[config.mk]
export PLATFORM = sky130hd
export DESIGN_NAME = first_fit_aligned_allocator
export DESIGN_NICKNAME = d
export VERILOG_FILES = /design/src/hw/rtl/ffa_pkg.sv /design/src/hw/rtl/ffa_cell.sv /design/src/hw/rtl/first_fit_aligned_allocator.sv
export SDC_FILE = /design/constraint.sdc
export NUM_CORES = 2
export LEC_CHECK = 0
export BUFFER_PORTS_ARGS = -buffer_cell sky130_fd_sc_hd__buf_2
export CORE_MARGIN = 3
export CORE_UTILIZATION = 40
export DETAILED_ROUTE_END_ITERATION = 10
export SLEW_MARGIN = 20
export SYNTH_ARGS = -nofsm -noshare
export SYNTH_HDL_FRONTEND = slang
export SYNTH_HIERARCHICAL = 1
export SYNTH_SLANG_ARGS = --single-unit
export TNS_END_PERCENT = 20
[constraint.sdc]
create_clock -name clk -period 27.5 [get_ports clk]
set_input_delay 0 -clock clk [delete_from_list [all_inputs] [get_ports clk]]
set_output_delay 0 -clock clk [all_outputs]
set_load 0.02 [all_outputs]
[src/hw/rtl/ffa_pkg.sv]
`timescale 1ns / 1ps
package ffa_pkg;
  localparam int unsigned AW = 20;
  localparam int unsigned SW = 2;
  localparam logic [SW-1:0] ST_GRANTED = 2'd0;
  localparam logic [SW-1:0] ST_NOFIT = 2'd1;
  localparam logic [SW-1:0] ST_FULL = 2'd2;
  localparam logic [AW-1:0] HEAP_BASE_RST = 20'h10000;
  localparam logic [AW-1:0] HEAP_SIZE_RST = 20'hD0000;
  localparam logic CFG_HEAP_BASE = 1'b0;
  localparam logic CFG_HEAP_SIZE = 1'b1;

  typedef struct packed {
    logic [AW-1:0] start;
    logic [AW-1:0] len;
  } blk_t;

  typedef struct packed {
    logic   shift;
    logic   init;
    logic   load;
    blk_t   load_blk;
  } cell_ctl_t;

  typedef enum logic [3:0] {
    S_IDLE  = 4'b0001,
    S_SCAN  = 4'b0010,
    S_APPLY = 4'b0100,
    S_OUT   = 4'b1000
  } state_t;
endpackage

[src/hw/rtl/ffa_cell.sv]
`timescale 1ns / 1ps
module ffa_cell (
  input  logic              clk,
  input  ffa_pkg::cell_ctl_t ctl,
  input  ffa_pkg::blk_t     init_blk,
  input  ffa_pkg::blk_t     from_next,
  output ffa_pkg::blk_t     blk
);
  import ffa_pkg::*;
  blk_t blk_r;
  // shift: entries move toward index 0 (from_next); entry 0 wraps around to the tail
  always_ff @(posedge clk) begin
    if (ctl.init) begin
      blk_r <= init_blk;
    end else if (ctl.load) begin
      blk_r <= ctl.load_blk;
    end else if (ctl.shift) begin
      blk_r <= from_next;
    end
  end
  assign blk = blk_r;
endmodule

[src/hw/rtl/first_fit_aligned_allocator.sv]
`timescale 1ns / 1ps
// channel | direction | payload
// in_     | input     | in_req_size
// out_    | output    | out_status, out_alloc_addr, out_granted_size
// Each request steps through accept (S_IDLE), a scan that rotates the cell ring once past
// cell 0 (S_SCAN), apply (S_APPLY) and result (S_OUT); new requests wait until S_OUT is left.
// Reset and every cfg write restore the single heap block.
// The result sits in an output register; out_stall holds it and blocks new requests.
module first_fit_aligned_allocator #(
  parameter int unsigned MAX_FREE_BLOCKS = 16,
  parameter int unsigned ALIGN_SHIFT = 4
) (
  input  logic                       clk,
  input  logic                       rst_n,
  input  logic                       in_valid,
  output logic                       in_stall,
  input  logic [ffa_pkg::AW-1:0]     in_req_size,
  output logic                       out_valid,
  input  logic                       out_stall,
  output logic [ffa_pkg::SW-1:0]     out_status,
  output logic [ffa_pkg::AW-1:0]     out_alloc_addr,
  output logic [ffa_pkg::AW-1:0]     out_granted_size,
  input  logic                       cfg_we,
  input  logic                       cfg_index,
  input  logic [ffa_pkg::AW-1:0]     cfg_wdata
);
  import ffa_pkg::*;
  localparam int unsigned N = MAX_FREE_BLOCKS;
  localparam int unsigned IW = $clog2(N);
  localparam int unsigned CW = $clog2(N + 1);
  localparam logic [AW:0] AMASK = (AW+1)'((1 << ALIGN_SHIFT) - 1);

  state_t state_r, state_nxt;
  logic [AW-1:0] base_r, size_r;
  logic [CW-1:0] cnt_r;
  logic [IW-1:0] pos_r;    // original index of the current head
  logic          found_r;
  logic [IW-1:0] sel_r;
  logic [AW:0]   rsize_r;
  logic [AW-1:0] alig_r;
  logic          drop_r, app_r;
  blk_t          upd_r, rem_r;
  logic [SW-1:0] st_r;
  logic [AW-1:0] addr_r, gsize_r;

  blk_t      blks [N];
  blk_t      head, init0;
  logic      init_all, full, do_apply;

  assign head = blks[0];
  assign init_all = !rst_n || cfg_we;
  assign full = app_r && cnt_r >= CW'(N);
  assign do_apply = state_r == S_APPLY && found_r && !full;

  always_comb begin
    init0 = '{start: base_r, len: size_r};
    if (!rst_n) begin
      init0 = '{start: HEAP_BASE_RST, len: HEAP_SIZE_RST};
    end else if (cfg_we && cfg_index == CFG_HEAP_BASE) begin
      init0.start = cfg_wdata;
    end else if (cfg_we) begin
      init0.len = cfg_wdata;
    end
  end

  // alignment of head entry
  logic [AW:0] hs, hg, hal, rem_len;
  logic        fits, live;
  always_comb begin
    hs = {1'b0, head.start};
    hg = ((AMASK + 1'b1) - (hs & AMASK)) & AMASK;
    hal = hs + hg;
    fits = !hal[AW] && ({1'b0, head.len} >= hg)
           && ({1'b0, head.len} - hg >= rsize_r);
    rem_len = {1'b0, head.len} - hg - rsize_r;
    live = CW'(pos_r) < cnt_r;
  end

  genvar g;
  generate
    for (g = 0; g < N; g++) begin : gen_cell
      localparam logic [IW-1:0] GI = IW'(g);
      localparam logic [CW-1:0] GC = CW'(g);
      blk_t      nxt_in;
      blk_t      ib;
      cell_ctl_t ctl;
      if (g == N - 1) begin : g_tail
        assign nxt_in = blks[0];
      end else begin : g_mid
        assign nxt_in = blks[g+1];
      end
      if (g == 0) begin : g_head
        assign ib = init0;
      end else begin : g_rest
        assign ib = '0;
      end
      always_comb begin
        ctl = '0;
        ctl.init = init_all;
        ctl.shift = state_r == S_SCAN || (do_apply && drop_r && GI >= sel_r);
        ctl.load = do_apply && !drop_r && (GI == sel_r || (app_r && GC == cnt_r));
        ctl.load_blk = (GI == sel_r) ? upd_r : rem_r;
      end
      ffa_cell u_cell (
        .clk(clk), .ctl(ctl), .init_blk(ib), .from_next(nxt_in), .blk(blks[g]));
    end
  endgenerate

  assign in_stall = state_r != S_IDLE;
  assign out_valid = state_r == S_OUT;

  always_comb begin
    state_nxt = state_r;
    case (state_r)
      S_IDLE:  if (in_valid) state_nxt = S_SCAN;
      S_SCAN:  if (pos_r == IW'(N - 1)) state_nxt = S_APPLY;
      S_APPLY: state_nxt = S_OUT;
      S_OUT:   if (!out_stall) state_nxt = S_IDLE;
      default: state_nxt = S_IDLE;
    endcase
  end

  always_ff @(posedge clk) begin
    if (!rst_n) begin
      state_r <= S_IDLE;
      base_r <= HEAP_BASE_RST;
      size_r <= HEAP_SIZE_RST;
      cnt_r <= CW'(1);
      pos_r <= '0;
      found_r <= 1'b0;
      st_r <= ST_NOFIT;
      addr_r <= '0;
      gsize_r <= '0;
    end else begin
      state_r <= state_nxt;
      if (cfg_we) begin
        if (cfg_index == CFG_HEAP_BASE) base_r <= cfg_wdata;
        else size_r <= cfg_wdata;
      end
      if (cfg_we) begin
        cnt_r <= CW'(1);
      end else if (do_apply) begin
        if (drop_r) cnt_r <= cnt_r - 1'b1;
        else if (app_r) cnt_r <= cnt_r + 1'b1;
      end
      case (state_r)
        S_IDLE: begin
          pos_r <= '0;
          found_r <= 1'b0;
          if (in_valid) rsize_r <= ({1'b0, in_req_size} + AMASK) & ~AMASK;
        end
        S_SCAN: begin
          pos_r <= pos_r + 1'b1;
          if (!found_r && fits && live) begin
            found_r <= 1'b1;
            sel_r <= pos_r;
            alig_r <= hal[AW-1:0];
            drop_r <= hg == '0 && {1'b0, head.len} == rsize_r;
            app_r <= hg != '0 && rem_len != '0;
            if (hg == '0) begin
              upd_r <= '{start: head.start + rsize_r[AW-1:0],
                         len: head.len - rsize_r[AW-1:0]};
            end else begin
              upd_r <= '{start: head.start, len: hg[AW-1:0]};
            end
            rem_r <= '{start: hal[AW-1:0] + rsize_r[AW-1:0], len: rem_len[AW-1:0]};
          end
        end
        S_APPLY: begin
          if (!found_r) begin
            st_r <= ST_NOFIT;
            addr_r <= '0;
            gsize_r <= '0;
          end else if (full) begin
            st_r <= ST_FULL;
            addr_r <= '0;
            gsize_r <= '0;
          end else begin
            st_r <= ST_GRANTED;
            addr_r <= alig_r;
            gsize_r <= rsize_r[AW-1:0];
          end
        end
        default: ;
      endcase
    end
  end

  assign out_status = st_r;
  assign out_alloc_addr = addr_r;
  assign out_granted_size = gsize_r;
endmodule

==> summary.txt <==
Critical path
  – Max incr delay on CP: 0.65 ns
  – Worst Setup Path Type: flop to flop
  – Reg2reg path depth: 20
  – CP Max Fanout: 51
  – CP startpoint: gen_cell[0].u_cell/blk[20]
  – Worst setup EP type: flop
  – R2R Path End: upd_r[32]
  – Critical Path Sink: upd_r[32]
  – CP arrival: 6.61 ns
  – FF-to-FF Start: gen_cell[0].u_cell/blk[20]
  – Data required, critical path: 27.82 ns
  – Worst setup SP type: flop
  – Register-to-register setup slack: 21.21 ns
  – Critical-path cell list: inv_1 > ha_1 > inv_1 > ha_1 > a21o_1 > maj3_1 > a21oi_1 > and3b_1 > nand2_1 > nor4_1 > xor2_1 > ha_1 > inv_1 > o21ai_0 > a31oi_1 > or4_1 > a31oi_1 > o21ai_1 > a311oi_4 > buf_4
  – Crit-path slowest cell: buf_4

Clocking
  – Sink Count: 848
  – Post-CTS Hold Buffers: 66
  – # Post-CTS Setup Buffers: 0
  – Clock transition at path regs: 0.06 ns
  – Clk_lat worst skew: 0.72 ns
  – CTS H-tree lvls: 3
  – Num CTS Buffers: 98
  – CTS tree: yes
  – CTS resizes: 0
  – Root Buffer: clkbuf_16
  – Bufs on Longest Clock Path: 3

Global routing
  – Largest net degree at the start of global routing: 125
  – Total GRT Usage: 23.5%
  – Vias in the first global route: 37000
  – Overflow after GRT: 0
  – First-pass GRT wire length: 245000 um
  – Initial antenna violation count: 5

Timing
  – Slew at the pin closest to its max-slew limit: 1.06 ns
  – Max_slew headroom: 29.0%
  – RSZ-0062 raised after global routing: no
  – Max-slew violation count: 0
  – Crit share post-route: 22.9%
  – Skew final: 0.0326 ns
  – Final Hold Violating Endpoints: 0
  – Setup TNS Final: 0 ns
  – Setup-failing EPs final: 0
  – Final min period: 6.29 ns
  – Fmax: 159 MHz

Worst hold path
  – Hold Path Class: primary input to flop

Cells and area
  – Layout cells sized above 1: 17.2%
  – Most common cell after layout, fill and taps aside: nand2_1
  – Final instance area: 59900 sq um
  – P&R area growth vs syn: 12.2%
  – Util after Layout: 45.4%
  – Fillers: 12300
  – ANT cells: 0
  – Multi-input logic area: 28100 sq um
  – Seq. cell area: 24600 sq um
  – Commonest non-fill, non-tap cells in the layout: nand2_1 (924), edfxtp_1 (757), mux2i_1 (645)
  – # nets final: 5569

Detailed routing
  – 1st-iter DRT viols: 3516
  – Vias: 38800
  – Total wire length: 165000 um
  – Final antenna-violating net count: 0
  – DR pass1 iterations: 6
  – Drc violations: 0
  – Avg WL per Cell: 22.6 um
  – Vias per cell: 5.34

Power and ir drop
  – Switching Fraction: 28.9%
  – Internal: 2.57 mW
  – Comb power frac: 17.5%
  – Proportion of power drawn by the clock network: 36.4%
  – Register share of total power: 46.1%
  – Worst vdd ir: 46.5 uV
  – Leakage power: 22.1 nW
  – PwrDens: 60.3 nW/um^2
  – Psw: 1.04 mW

Job
  – Max-Cap Viols: 0

Synth
  – Mapped Cells: 4947
  – Synth warn: 6
  – Register area share after synthesis: 46.0%
  – Ys flop type: edfxtp_1
  – Seq cells post-synth: 848
  – Yosys cell types: 84
  – EDFF count, synth: 757
  – Synth Cell Area: 53400 sq um
  – Ys async rst share: 0%
  – Mean Syn Cell Area: 10.8 sq um

Floorplan
  – Die ar.: 138000 sq um
  – I/O pin count: 90
  – Die X: 371 um
  – Core box area: 132000 sq um
  – Row cnt: 133
  – Initial Util: 40.4%
  – Die Span Y: 371 um

Place
  – Routability cong.: 0.910
  – DP HPWL: 102000 um
  – Port Buf Inserts: 84
  – Area after DPL: 56100 sq um

Run status
  – Status: completed
[logic make-up after synthesis]
family / count (synthesis) / synth area share [%]
other cells: 1 / 0.00703
xor+xnor: 101 / 1.67
mux: 1215 / 24.1
compound gates: 959 / 10.4
simple gates: 1247 / 9.73
flops: 848 / 46.0
buf+inv: 491 / 6.03
fa+ha+maj: 85 / 2.06
[worst min path at each step]
stage               startpoint  depth (start not counted)          end  slack [ns]
2_1_floorplan            rst_n                          2   state_r[2]        0.14
3_3_place_gp   in_req_size[12]                          2  rsize_r[12]        0.30
3_5_place_dp     cfg_wdata[15]                          3   base_r[15]        0.31
4_1_cts          cfg_wdata[18]                          4   size_r[18]        0.09
5_1_grt          cfg_wdata[18]                          4   size_r[18]        0.13
6_report          cfg_wdata[1]                          4    size_r[1]        0.14
[cell type report]
cell class                      count  area share [%]
Sequential cell                   848            41.0
Multi-Input combinational cell   4212            47.0
Tap cell                         1755            3.67
Clock buffer                      129            4.45
Timing Repair Buffer              223            2.73
Inverter                           56           0.351
Clock inverter                     47           0.771
[worst max-delay path, delay by kind of cell, from the launching register on]
kind,cells,cell delay [ns]
AOI/OAI and AO/OA,7,1.65
DFF,1,0.46
xor gates and xnor gates,1,0.12
adders and majority gates,4,1.49
buffers and inverters,4,0.97
and+or+nand+nor,4,1.17
[power groups by stage]
| stage | sequential (mW) | combinational (mW) | clock (mW) |
|---|---|---|---|
| 2_1_floorplan | 1.65 | 0.448 | 0 |
| 3_3_place_gp | 1.69 | 0.607 | 0 |
| 3_5_place_dp | 1.69 | 0.610 | 0 |
| 4_1_cts | 1.66 | 0.621 | 1.34 |
| 5_1_grt | 1.68 | 0.696 | 1.39 |
| 6_report | 1.66 | 0.631 | 1.31 |
[per-stage QoR]
step / hold slack [ns] / std cells / worst slack [ns] / total power [mW]
global placement: 0.304 / 7028 / 21.39 / 2.29
global route: 0.134 / 7270 / 20.94 / 3.76
CTS: 0.0913 / 7270 / 21.30 / 3.63
detailed placement: 0.308 / 7028 / 21.35 / 2.30
floorplan: 0.138 / 5551 / 18.73 / 2.10
finish: 0.145 / 7270 / 21.21 / 3.61
[layer usage]
layer	vias up	share of wire, %	global-route usage (%)
li1	18400	-	-
met1	19100	44	31.9
met2	1079	47	39.0
met3	259	5.5	3.36
met4	0	2.9	6.82
met5	-	0	0
[cells in the mapped netlist (all sizes together), types with 11 or more instances]
master  instances  area [sq um]
nand2b         18           113
inv            56           210
mux2          570          6420
nor2b          12          75.1
edfxtp        757         22700
nor2          101           379
a21boi         76           571
nand3          42           210
nor3           43           215
and2           16           100
buf           251          2300
clkbuf        184           711
a31oi          11          68.8
xor2           35           307
a22o           34           298
a21oi          55           290
ha             79           988
o21ai         690          3510
dfxtp          91          1820
or3            22           138
nor4           13          81.3
and3           14          87.6
mux2i         645          6460
nand2         924          3470
xnor2          66           586
a21o           19           143
[registers in the layout, indices dropped and copies added, names as in the netlist, 5 cells and up]
signal               cells
base_r                  20
size_r                  20
cnt_r                    5
alig_r                  18
gen_cell.u_cell/blk    640
upd_r                   40
rem_r                   36
out_granted_size        16
out_alloc_addr          19
rsize_r                 17
Note: power is estimated with default switching activity, not from simulation.
